`config.mk`:
```
export PLATFORM = sky130hd
export DESIGN_NAME = scaled_sprite_run_emitter_top
export DESIGN_NICKNAME = d
export VERILOG_FILES = /design/src/sv/ssre_pkg.sv /design/src/sv/scaled_sprite_run_emitter_top.sv /design/src/sv/ssre_row_mem.sv /design/src/sv/ssre_sub_unit.sv /design/src/sv/ssre_out_reg.sv
export SDC_FILE = /design/constraint.sdc
export NUM_CORES = 1
export LEC_CHECK = 0
export ABC_AREA = 1
export BUFFER_PORTS_ARGS = -buffer_cell sky130_fd_sc_hd__buf_4
export CORE_UTILIZATION = 65
export DETAILED_ROUTE_END_ITERATION = 7
export PLACE_DENSITY = 0.83
export SLEW_MARGIN = 20
export SYNTH_ARGS = -nofsm -noshare
export SYNTH_HDL_FRONTEND = slang
export SYNTH_SLANG_ARGS = --single-unit
```
`constraint.sdc`:
```
create_clock -name clk_i -period 9.25 [get_ports clk_i]
set_input_delay 1.85 -clock clk_i [delete_from_list [all_inputs] [get_ports clk_i]]
set_output_delay 1.85 -clock clk_i [all_outputs]
set_load 0.02 [all_outputs]
```
`src/sv/ssre_pkg.sv`:
```
`timescale 1ns / 1ps
// ----------------------------------------------------------------------------
// Scaled sprite run emitter package
// Shared widths, codes, sequencer states and the run record type.
// ----------------------------------------------------------------------------
package ssre_pkg;

  localparam int unsigned CELL_W   = 8;
  localparam int unsigned COORD_W  = 16;
  localparam int unsigned COLOUR_W = 16;
  localparam int unsigned WORD_W   = 32;
  localparam int unsigned COL_W    = 5;

  // Bit of a stored row that holds the leftmost column.
  localparam logic [COL_W-1:0]  LEFT_COL   = 5'd31;
  localparam logic [CELL_W-1:0] CELL_RESET = 8'd26;

  localparam logic KIND_LOAD = 1'b0;
  localparam logic KIND_DRAW = 1'b1;

  typedef enum logic [2:0] {
    ST_IDLE,
    ST_DIV_ROW,
    ST_READ,
    ST_CHECK,
    ST_WALK,
    ST_FLUSH
  } state_e;

  typedef struct packed {
    logic signed [COORD_W-1:0] x;
    logic signed [COORD_W-1:0] y;
    logic [CELL_W-1:0]         length;
    logic [COLOUR_W-1:0]       colour;
    logic                      last;
  } run_t;

  typedef struct packed {
    logic ge;
  } sub_flags_t;

endpackage

```
`src/sv/scaled_sprite_run_emitter_top.sv`:
```
`timescale 1ns / 1ps
// ----------------------------------------------------------------------------
// Scaled sprite run emitter
// Nearest-neighbour scaling of a one-bit sprite row into horizontal runs.
// ----------------------------------------------------------------------------
// A load beat stores one 32-bit sprite row (bit 31 is the leftmost column).
// A draw beat names a destination row of a square cell whose side is the
// cell_size register; the block emits one beat per run of set pixels, left to
// right, with last_run on the final one, and nothing at all when the source
// row is empty or the row lies outside the cell. A draw reads source row
// sy = row * SPRITE_SIZE / cell and takes sx = (cell - 1) * SPRITE_SIZE /
// cell, at most SPRITE_SIZE - 1, source column steps. Every division is done
// by repeated subtraction of the cell side in a single shared compare-subtract
// unit, one step per cycle. An empty source row ends the draw without a walk.
// The input side is not ready while a draw is in progress. Downstream stalls
// hold the walk only when a second finished run must leave while the output
// register is still full. Sprite rows must be loaded before they are drawn.
// ----------------------------------------------------------------------------
module scaled_sprite_run_emitter_top #(
  parameter int unsigned SPRITE_SIZE = 32,
  parameter int unsigned MAX_CELL    = 255
) (
  input  logic                                clk_i,
  input  logic                                rst_ni,
  // Configuration: cell side.
  input  logic                                cfg_we_i,
  input  logic [ssre_pkg::CELL_W-1:0]         cfg_wdata_i,
  // Input channel.
  input  logic                                in_valid_i,
  output logic                                in_ready_o,
  input  logic                                kind_i,
  input  logic [ssre_pkg::CELL_W-1:0]         row_number_i,
  input  logic [ssre_pkg::WORD_W-1:0]         mask_word_i,
  input  logic signed [ssre_pkg::COORD_W-1:0] origin_x_i,
  input  logic signed [ssre_pkg::COORD_W-1:0] origin_y_i,
  input  logic [ssre_pkg::COLOUR_W-1:0]       colour_i,
  // Output channel.
  output logic                                out_valid_o,
  input  logic                                out_ready_i,
  output logic signed [ssre_pkg::COORD_W-1:0] run_x_o,
  output logic signed [ssre_pkg::COORD_W-1:0] run_y_o,
  output logic [ssre_pkg::CELL_W-1:0]         run_length_o,
  output logic [ssre_pkg::COLOUR_W-1:0]       run_colour_o,
  output logic                                last_run_o
);
  import ssre_pkg::*;

  // Remainder width covers row * SPRITE_SIZE for any row inside the cell.
  localparam int unsigned RW  = $clog2(MAX_CELL * SPRITE_SIZE);
  localparam int unsigned SXW = $clog2(SPRITE_SIZE);

  state_e state_q, state_d;

  logic [CELL_W-1:0]   cell_q, cell_d;
  logic [CELL_W-1:0]   cell_eff;
  logic [RW-1:0]       rem_q, rem_d;
  logic [SXW-1:0]      idx_q, idx_d;
  logic [CELL_W-1:0]   px_q, px_d;
  logic [CELL_W-1:0]   start_q, start_d;
  logic                in_run_q, in_run_d;
  logic                have_held_q, have_held_d;
  logic [CELL_W-1:0]   held_start_q, held_start_d;
  logic [CELL_W-1:0]   held_len_q, held_len_d;
  logic [COORD_W-1:0]  ox_q, ox_d;
  logic [COORD_W-1:0]  y_q, y_d;
  logic [COLOUR_W-1:0] colour_q, colour_d;

  logic                accept;
  logic                mem_we;
  logic                mem_re;
  logic [WORD_W-1:0]   src_row;
  sub_flags_t          sub_flags;
  logic [RW-1:0]       sub_diff;
  logic [COL_W-1:0]    col;
  logic                at_end;
  logic                pix_on;
  logic                closing;
  logic                push_valid;
  logic                push_ready;
  logic                push_last;
  run_t                push_run;
  run_t                out_run;

  // Register values above the largest supported cell saturate.
  assign cell_eff = (cell_q > CELL_W'(MAX_CELL)) ? CELL_W'(MAX_CELL) : cell_q;

  assign in_ready_o = (state_q == ST_IDLE);
  assign accept     = in_valid_i & in_ready_o;
  assign mem_we     = accept && (kind_i == KIND_LOAD)
                      && (row_number_i < CELL_W'(SPRITE_SIZE));

  ssre_row_mem #(
    .DEPTH (SPRITE_SIZE),
    .AW    (SXW)
  ) u_row_mem (
    .clk_i   (clk_i),
    .we_i    (mem_we),
    .waddr_i (row_number_i[SXW-1:0]),
    .wdata_i (mask_word_i),
    .re_i    (mem_re),
    .raddr_i (idx_q),
    .rdata_o (src_row)
  );

  // The one divider step: subtract the cell side from the running remainder.
  ssre_sub_unit #(
    .W (RW)
  ) u_sub_unit (
    .minuend_i    (rem_q),
    .subtrahend_i (RW'(cell_eff)),
    .flags_o      (sub_flags),
    .diff_o       (sub_diff)
  );

  assign col     = LEFT_COL - COL_W'(idx_q);
  assign at_end  = (px_q == cell_eff);
  assign pix_on  = ~at_end & src_row[col];
  assign closing = ~pix_on & in_run_q;

  // The held run goes out with last set only in the flush state.
  assign push_last       = (state_q == ST_FLUSH);
  assign push_run.x      = ox_q + {{(COORD_W - CELL_W){1'b0}}, held_start_q};
  assign push_run.y      = y_q;
  assign push_run.length = held_len_q;
  assign push_run.colour = colour_q;
  assign push_run.last   = push_last;

  always_comb begin
    state_d      = state_q;
    cell_d       = cell_q;
    rem_d        = rem_q;
    idx_d        = idx_q;
    px_d         = px_q;
    start_d      = start_q;
    in_run_d     = in_run_q;
    have_held_d  = have_held_q;
    held_start_d = held_start_q;
    held_len_d   = held_len_q;
    ox_d         = ox_q;
    y_d          = y_q;
    colour_d     = colour_q;
    mem_re       = 1'b0;
    push_valid   = 1'b0;

    if (cfg_we_i) begin
      cell_d = cfg_wdata_i;
    end

    case (state_q)
      ST_IDLE: begin
        if (accept && (kind_i == KIND_DRAW) && (cell_eff != '0)
            && (row_number_i < cell_eff)) begin
          rem_d    = RW'(row_number_i) * RW'(SPRITE_SIZE);
          idx_d    = '0;
          ox_d     = origin_x_i;
          y_d      = origin_y_i + {{(COORD_W - CELL_W){1'b0}}, row_number_i};
          colour_d = colour_i;
          state_d  = ST_DIV_ROW;
        end
      end
      ST_DIV_ROW: begin
        // Source row is the number of times the cell fits into row * size.
        if (sub_flags.ge) begin
          rem_d = sub_diff;
          idx_d = idx_q + SXW'(1);
        end else begin
          state_d = ST_READ;
        end
      end
      ST_READ: begin
        mem_re      = 1'b1;
        rem_d       = '0;
        idx_d       = '0;
        px_d        = '0;
        in_run_d    = 1'b0;
        have_held_d = 1'b0;
        state_d     = ST_CHECK;
      end
      ST_CHECK: begin
        state_d = (src_row == '0) ? ST_IDLE : ST_WALK;
      end
      ST_WALK: begin
        if (!at_end && sub_flags.ge) begin
          // Advance the source column until the remainder drops below the cell.
          rem_d = sub_diff;
          idx_d = idx_q + SXW'(1);
        end else if (!(closing && have_held_q && !push_ready)) begin
          if (closing) begin
            push_valid   = have_held_q;
            held_start_d = start_q;
            held_len_d   = px_q - start_q;
            have_held_d  = 1'b1;
            in_run_d     = 1'b0;
          end
          if (pix_on && !in_run_q) begin
            in_run_d = 1'b1;
            start_d  = px_q;
          end
          px_d  = px_q + CELL_W'(1);
          rem_d = rem_q + RW'(SPRITE_SIZE);
          if (at_end) begin
            state_d = (have_held_q || closing) ? ST_FLUSH : ST_IDLE;
          end
        end
      end
      ST_FLUSH: begin
        push_valid = 1'b1;
        if (push_ready) begin
          have_held_d = 1'b0;
          state_d     = ST_IDLE;
        end
      end
      default: begin
        state_d = ST_IDLE;
      end
    endcase
  end

  always_ff @(posedge clk_i or negedge rst_ni) begin
    if (!rst_ni) begin
      state_q     <= ST_IDLE;
      cell_q      <= CELL_RESET;
      in_run_q    <= 1'b0;
      have_held_q <= 1'b0;
    end else begin
      state_q     <= state_d;
      cell_q      <= cell_d;
      in_run_q    <= in_run_d;
      have_held_q <= have_held_d;
    end
  end

  always_ff @(posedge clk_i) begin
    rem_q        <= rem_d;
    idx_q        <= idx_d;
    px_q         <= px_d;
    start_q      <= start_d;
    held_start_q <= held_start_d;
    held_len_q   <= held_len_d;
    ox_q         <= ox_d;
    y_q          <= y_d;
    colour_q     <= colour_d;
  end

  ssre_out_reg u_out_reg (
    .clk_i        (clk_i),
    .rst_ni       (rst_ni),
    .push_valid_i (push_valid),
    .push_ready_o (push_ready),
    .push_run_i   (push_run),
    .out_valid_o  (out_valid_o),
    .out_ready_i  (out_ready_i),
    .out_run_o    (out_run)
  );

  assign run_x_o      = out_run.x;
  assign run_y_o      = out_run.y;
  assign run_length_o = out_run.length;
  assign run_colour_o = out_run.colour;
  assign last_run_o   = out_run.last;

endmodule

```
`src/sv/ssre_row_mem.sv`:
```
`timescale 1ns / 1ps
// ----------------------------------------------------------------------------
// Sprite row memory
// One write port and one read port with registered read data.
// ----------------------------------------------------------------------------
module ssre_row_mem #(
  parameter int unsigned DEPTH = 32,
  parameter int unsigned AW    = 5
) (
  input  logic                      clk_i,
  input  logic                      we_i,
  input  logic [AW-1:0]             waddr_i,
  input  logic [ssre_pkg::WORD_W-1:0] wdata_i,
  input  logic                      re_i,
  input  logic [AW-1:0]             raddr_i,
  output logic [ssre_pkg::WORD_W-1:0] rdata_o
);
  import ssre_pkg::*;

  logic [WORD_W-1:0] mem_q [DEPTH];
  logic [WORD_W-1:0] rdata_q;

  always_ff @(posedge clk_i) begin
    if (we_i) begin
      mem_q[waddr_i] <= wdata_i;
    end
  end

  always_ff @(posedge clk_i) begin
    if (re_i) begin
      rdata_q <= mem_q[raddr_i];
    end
  end

  assign rdata_o = rdata_q;

endmodule

```
`src/sv/ssre_sub_unit.sv`:
```
`timescale 1ns / 1ps
// ----------------------------------------------------------------------------
// Shared compare and subtract unit
// Compares the running remainder against the cell side and forms the difference.
// ----------------------------------------------------------------------------
module ssre_sub_unit #(
  parameter int unsigned W = 13
) (
  input  logic [W-1:0]           minuend_i,
  input  logic [W-1:0]           subtrahend_i,
  output ssre_pkg::sub_flags_t   flags_o,
  output logic [W-1:0]           diff_o
);
  import ssre_pkg::*;

  logic [W:0] wide_diff;

  // The borrow out of the extended subtraction tells whether minuend >= subtrahend.
  assign wide_diff  = {1'b0, minuend_i} - {1'b0, subtrahend_i};
  assign flags_o.ge = ~wide_diff[W];
  assign diff_o     = wide_diff[W-1:0];

endmodule

```
`src/sv/ssre_out_reg.sv`:
```
`timescale 1ns / 1ps
// ----------------------------------------------------------------------------
// Run output register
// Holds one finished run until the downstream side takes the beat.
// ----------------------------------------------------------------------------
module ssre_out_reg (
  input  logic            clk_i,
  input  logic            rst_ni,
  input  logic            push_valid_i,
  output logic            push_ready_o,
  input  ssre_pkg::run_t  push_run_i,
  output logic            out_valid_o,
  input  logic            out_ready_i,
  output ssre_pkg::run_t  out_run_o
);
  import ssre_pkg::*;

  logic valid_q, valid_d;
  run_t run_q;

  assign push_ready_o = ~valid_q | out_ready_i;

  always_comb begin
    valid_d = valid_q;
    if (out_ready_i) begin
      valid_d = 1'b0;
    end
    if (push_valid_i && push_ready_o) begin
      valid_d = 1'b1;
    end
  end

  always_ff @(posedge clk_i or negedge rst_ni) begin
    if (!rst_ni) begin
      valid_q <= 1'b0;
    end else begin
      valid_q <= valid_d;
    end
  end

  always_ff @(posedge clk_i) begin
    if (push_valid_i && push_ready_o) begin
      run_q <= push_run_i;
    end
  end

  assign out_valid_o = valid_q;
  assign out_run_o   = run_q;

endmodule

```
# Word level (Yosys, flattened, before mapping)
# Memories as Yosys holds them, arrays and structs flattened. A register that Yosys moved wholly into a read port is not among the register bits.
# Index checks and enable logic that the tools add are counted.
# word_totals
ff_bits,169
ramBits,1024
inputBits,102
output_inout_bits,59
elab_cells,133
mem_count,1
# memory_table
name,depth,width,read_ports,rd_ports_with_merged_regs,wr,line_no,rtl
u_row_mem.mem_q,32,32,1,1,1,ssre_row_mem.sv:20,logic [WORD_W-1:0] mem_q [DEPTH];
# classes
n_addsub,8
n_lt_le_gt_ge,4
n_eq_ne,17
muxes,43
bitwise_logic,11
reduce_logical,30
# op_table
operator,count
$mux W13,4
$pmux W13 S4,1
$add A16 B8 Y16,2
$logic_not A32 Y1,1
$mux W3,8
$mux W8,3
$pmux W5 S4,1
$reduce_and A4 Y1,5
$pmux W3 S6,1
$mux W1,17
$pmux W8 S2,1
$mux W5,3
$ne A2 B2 Y1 const B,7
$sub A13 B8 Y14,1
$add A13 B6 Y13 const B,1
$logic_and A1 B1 Y1,10
$add A8 B1 Y8 const B,1
$eq A8 B8 Y1,1
$gt A8 B8 Y1 const B,1
$lt A8 B6 Y1 const B,1
$lt A8 B8 Y1,1
$reduce_bool A8 Y1,1
$sub A8 B8 Y8,1
$not A1 Y1,7
other kinds (23),33

# Logic depth before layout (Yosys ltp)
# depth
word_depth,14
depth_mapped,20
ltp_nobuf,16

# Cells and area by module
# From an unflattened synthesis, not the netlist that was laid out.
# unflattened
cells_unflattened,4450
hier_area_um2,51665.8
# modules_own_cells
module,n_inst,cells_per_inst,area_per_inst_um2,seq_area_each_um2
ssre_row_mem,1,3536,42726.0,31710.4
scaled_sprite_run_emitter_top,1,690,6373.6,3271.9
ssre_out_reg,1,63,1756.7,1736.7
ssre_sub_unit,1,161,809.5,0.0

# Least setup slack after synthesis
# OpenSTA, ideal clock, no wires.
# synth_path
path_type,input to register
from,input out_ready_i
to,"register u_out_reg.run_q, in the netlist u_out_reg.out_run_o[0], enable pin"
arrival_ns,4.625
t_required_ns,8.777
setup_slack_ns,4.152
path_stages,6
n_path_buf,0
cell_sequence,nor2_1 inv_1 nand3_1 o21bai_1 inv_1 nor2_1
# synth_between
elab_chain_len,7
# synth_rtl
element,line_no,rtl
from (decl),scaled_sprite_run_emitter_top.sv:39,"input logic out_ready_i,"
$or A1 B1 Y1 *,ssre_out_reg.sv:21,assign push_ready_o = ~valid_q | out_ready_i;
$logic_not A1 Y1,scaled_sprite_run_emitter_top.sv:187,end else if (!(closing && have_held_q && !push_ready)) begin
$logic_and A1 B1 Y1,scaled_sprite_run_emitter_top.sv:187,
$mux W1,scaled_sprite_run_emitter_top.sv:187,
$mux W1,scaled_sprite_run_emitter_top.sv:183,if (!at_end && sub_flags.ge) begin
$pmux W1 S2,scaled_sprite_run_emitter_top.sv:149,case (state_q)
$logic_and A1 B1 Y1 *,ssre_out_reg.sv:42,if (push_valid_i && push_ready_o) begin
to (signal assigned),ssre_out_reg.sv:43,run_q <= push_run_i;
to (decl),ssre_out_reg.sv:19,run_t run_q;
# Mark *: on every way between the ends. The rest lies on a longest branch, timed or not.
# A chain may end at the register's enable or synchronous reset.

# Worst setup path in the final report
# layout_path
from,register idx_q[0]
to,"register held_start_q[1], enable pin"
# layout_between
elab_chain_len,10
# layout_rtl
element,line_no,rtl
from (decl),scaled_sprite_run_emitter_top.sv:57,"logic [SXW-1:0] idx_q, idx_d;"
from (signal assigned),scaled_sprite_run_emitter_top.sv:235,idx_q <= idx_d;
$sub A5 B5 Y5 *,scaled_sprite_run_emitter_top.sv:115,assign col = LEFT_COL - COL_W'(idx_q);
$bmux W1 S5 *,scaled_sprite_run_emitter_top.sv:117,assign pix_on = ~at_end & src_row[col];
$mux W1 (not written as such) *,scaled_sprite_run_emitter_top.sv:117,
$and A1 B1 Y1 *,scaled_sprite_run_emitter_top.sv:117,
$not A1 Y1 *,scaled_sprite_run_emitter_top.sv:118,assign closing = ~pix_on & in_run_q;
$and A1 B1 Y1 *,scaled_sprite_run_emitter_top.sv:118,
$logic_and A1 B1 Y1 (2 in a row),scaled_sprite_run_emitter_top.sv:187,
$not A1 Y1 (no source line),n/a,
$reduce_and A4 Y1 (no source line) *,n/a,
to (signal assigned),scaled_sprite_run_emitter_top.sv:238,held_start_q <= held_start_d;
to (decl),scaled_sprite_run_emitter_top.sv:62,"logic [CELL_W-1:0] held_start_q, held_start_d;"
# Mark *: on every way between the ends. The rest lies on a longest branch, timed or not. The select of a mux whose other input is x is not followed.

==> out/results.md <==
| Step | Quantity | This run |
|:---|:---|:---|
| drt | Routed wire length | 125000 um |
| synth | Synth async-reset ratio | 1.14% |
| synth | Flop and latch count out of synthesis | 1225 |
| synth | Synth Net Count | 4008 |
| drt | Via count | 33.0k |
| floorplanning | Overall die area | 77500 um^2 |
| worst setup path | Data arrival time of the critical path | 5.40 ns |
| synth | Area of the mapped netlist | 49700 um^2 |
| floorplanning | Effective utilization at floorplan | 66.1% |
| timing | Headroom to the max-slew limit | 11.9% |
| clock tree | CTS sink count | 1225 |
| floorplanning | IO Pins | 161 |
| clock tree | CTS tree | yes |
| worst setup path | Critical Path, Cell by Cell | buf_12 > inv_16 > buf_4 > o21ai_0 > o22ai_1 > nand2_1 > nand4_1 > nand2_1 > nor2_2 > inv_2 > ha_1 > nand3_1 > nand4_1 > inv_1 |
| floorplanning | Site row count | 100 |
| grt | Aggregate global routing overflow | 0 |
| grt | Pin count of the biggest net entering global routing | 282 |
| placement | HPWL Detailed | 64800 um |
| grt | Wire length of the first global-routing pass | 186000 um |
| cells and area | Final core utilization | 74.0% |
| drt | # DRC | 0 |
| clock tree | Worst-case clock buffer depth | 3 |
| clock tree | Depth of the CTS H-tree | 3 |
| synth | Share of synthesized area occupied by flip-flops and latches | 73.9% |
| clock tree | Register clock-pin slew on the reported worst setup and hold paths | 0.06 ns |
| power | Maximum VDD drop | 0.322 mV |
| floorplanning | Die extent in y | 278 um |
| grt | Number of antenna violations at the first check in global routing | 3 |
| clock tree | Clock root cell | clkbuf_16 |
| worst setup path | Worst EP required | 9.57 ns |
| timing | Min Tclk post-route | 5.08 ns |
| timing | Transition at the pin with the smallest max-transition slack | 1.32 ns |
| drt | Per-cell routed wire length | 24.8 um |
| flow run | Total of max-cap violations | 0 |
| cells and area | Layout Cells excl Fill | 5040 |
| timing | Final number of setup-violating endpoints | 0 |
| power | Static leakage | 0.0187 uW |
| timing | Final-report hold violation count | 0 |
| cells and area | Final-stage net count | 4119 |
| synth | Top flip-flop cell by instance count after synthesis | edfxtp_1 |
| cells and area | Share of cells above drive strength 1 | 10.7% |
| floorplanning | Die boundary width | 278 um |
| grt | Via count of the first global-routing pass | 32.1k |
| floorplanning | Total core area | 75100 um^2 |
| timing | Aggregate negative setup slack | 0 ns |
| timing | Total count of max-transition violations in the final report | 0 |
| placement | IO Port Bufs | 160 |
| timing | Peak Freq | 197 MHz |
| worst setup path | Worst reg2reg setup slack | 4.17 ns |
| clock tree | Number of resized instances in the post-cts repair step | 0 |
| clock tree | Latest clock arrival within the worst-skew pair | 0.71 ns |
| worst setup path | Start-to-end type of the worst setup path | reg -> reg |
| placement | Cell count after placement | 4817 |
| timing | RSZ-0062 raised after global routing | false |
| synth | Count of unique library cells instantiated by Yosys | 47 |
| synth | Top cell type's share of synthesized area | 73.2% |
| clock tree | CTS Buf Count | 116 |
| worst setup path | Slowest library cell on the worst path | buf_4 |
| cells and area | Area growth syn-to-layout | 11.8% |
| synth | Cell taking the most area after synthesis | edfxtp_1 |
| grt | Gr usage total | 32.0% |
| clock tree | Hold Buf Count CTS | 0 |
| worst setup path | Slowest stage delay, CP | 0.76 ns |
| synth | Synth area leaders | edfxtp_1, nor2_1, o21ai_0, nand2_1, o211ai_1 |
| outcome | Status | completed |
| worst setup path | Crit path capture type | flip-flop |
| synth | Count of yosys warnings during synthesis | 0 |
| worst setup path | Startpoint type of the worst setup path | flip-flop |
| timing | Post-route fraction of the period consumed by the critical path | 55.0% |
| synth | Number of standard cells after synthesis | 3859 |
| placement | Weighted congestion reported at the end of routability-driven placement | 0.890 |
| synth | Cell types with the highest counts after synthesis | edfxtp_1, nor2_1, o21ai_0, nand2_1, inv_1 |
| worst setup path | CP max FO | 281 |
| clock tree | Count of buffers added by post-CTS timing repair for setup | 0 |
| hold path | Class of the tightest hold or removal check | reg -> reg |
| drt | Vias per std cell | 6.55 |
| synth | Number of enable flip-flop cells after synthesis | 1211 |
| drt | DRC violation total after the first TritonRoute iteration | 4654 |
| cells and area | Filler Cells Inserted | 4339 |
| synth | Syn_area_per_cell | 12.9 um^2 |
| power | Power per cell area | 287 nW/um^2 |
| drt | Number of nets with antenna violations after routing | 0 |
| drt | TritonRoute pass-1 iters | 6 |
| timing | Worst slack on hold paths | 0.417 ns |
| timing | Worst Clk Skew | 0.0394 ns |
| synth | Most repeated cell in the gate-level netlist after synthesis | edfxtp_1 |
## flip-flops by register name, indices dropped and copies added (netlist names), 3 cells and up
name / flops
cell_q: 8
colour_q: 16
held_len_q: 8
held_start_q: 8
idx_q: 5
ox_q: 16
px_q: 8
rem_q: 13
start_q: 8
state_q: 3
u_out_reg.out_run_o: 57
u_row_mem.mem_q: 1024
u_row_mem.rdata_o: 32
y_q: 16
## cell usage in the layout (no fill, tap or decap), drive strengths merged, types with 4 or more instances in the layout
master / n
xor2: 24
edfxtp: 1211
inv: 138
o211ai: 117
bufinv: 14
o21bai: 4
nand2: 323
o22ai: 130
xnor2: 27
ha: 43
o221ai: 16
buf: 212
a21oi: 38
clkinv: 66
fa: 4
dfrtp: 11
nand3b: 4
nand4: 64
clkbuf: 132
o21ai: 591
nand3: 114
nor3: 6
nor2: 755
## layout make-up
cell class                      instances  area, um^2  share of cell area [%]
Tap cell                              969        1210                    2.18
Inverter                              137         537                   0.967
Multi-Input combinational cell       2278       11600                    20.8
Sequential cell                      1225       36700                    66.1
Clock inverter                         84         822                    1.48
Timing Repair Buffer                  212        1680                    3.03
Antenna cell                            3        7.51                  0.0135
Clock buffer                          132        2980                    5.37
## worst max-delay path, delay by kind of cell, from the launching register on
| family | cells | cell delay [ns] |
|---|---|---|
| AND/OR/NAND/NOR | 6 | 0.95 |
| flip-flops | 1 | 0.41 |
| buffers and inverters | 5 | 2.14 |
| adder cells (fa/ha/maj) | 1 | 0.24 |
| AO/OA/AOI/OAI | 2 | 0.34 |
## stage by stage
stage	setup WS, ns	area, um^2	total power (uW)
floorplan	4.15	49700	9830
global placement	4.57	51600	10900
detailed placement	4.55	51600	11100
CTS	4.54	55400	15800
global route	4.08	55500	16500
finish	4.17	55500	15900
## path summary, 6_finish.rpt
path | startpoint | depth (start not counted) | endpoint
worst max register to register | idx_q[0] | 14 | held_start_q[1]
worst min-delay path | y_q[9] | 0 | u_out_reg.out_run_o[34]
worst max-delay path | idx_q[0] | 14 | held_start_q[1]
worst min register to register | y_q[9] | 0 | u_out_reg.out_run_o[34]
max in group asynchronous | rst_ni | 1 | cell_q[4]
min in group asynchronous | rst_ni | 1 | u_out_reg.out_valid_o
## routing by layer
metal | vias up | track usage, % | part of all wire, %
met5 | - | 0 | 0.0072
met1 | 15994 | 40.7 | 35
met4 | 2 | 15.8 | 4.6
met2 | 2320 | 53.6 | 50
met3 | 350 | 5.55 | 11
li1 | 14337 | - | -
## power breakdown
| part | switching (uW) | internal, uW |
|---|---|---|
| Combinational | 3370 | 1320 |
| Sequential | 106 | 6370 |
| Clock | 2050 | 2710 |
## cell families (layout without fill, tap and decap cells)
kind of cell             after synthesis  count (layout)  synth area share (%)
AND/OR/NAND/NOR                     1273            1273                  10.3
flip-flops                          1225            1225                  73.9
AO/OA/AOI/OAI                        907             907                  10.3
other                                  0               3                     0
XOR/XNOR                              51              51                 0.899
buffers and inverters                356             565                  3.30
adder cells (fa/ha/maj)               47              47                  1.24
Power figures use the tool's default switching activity.
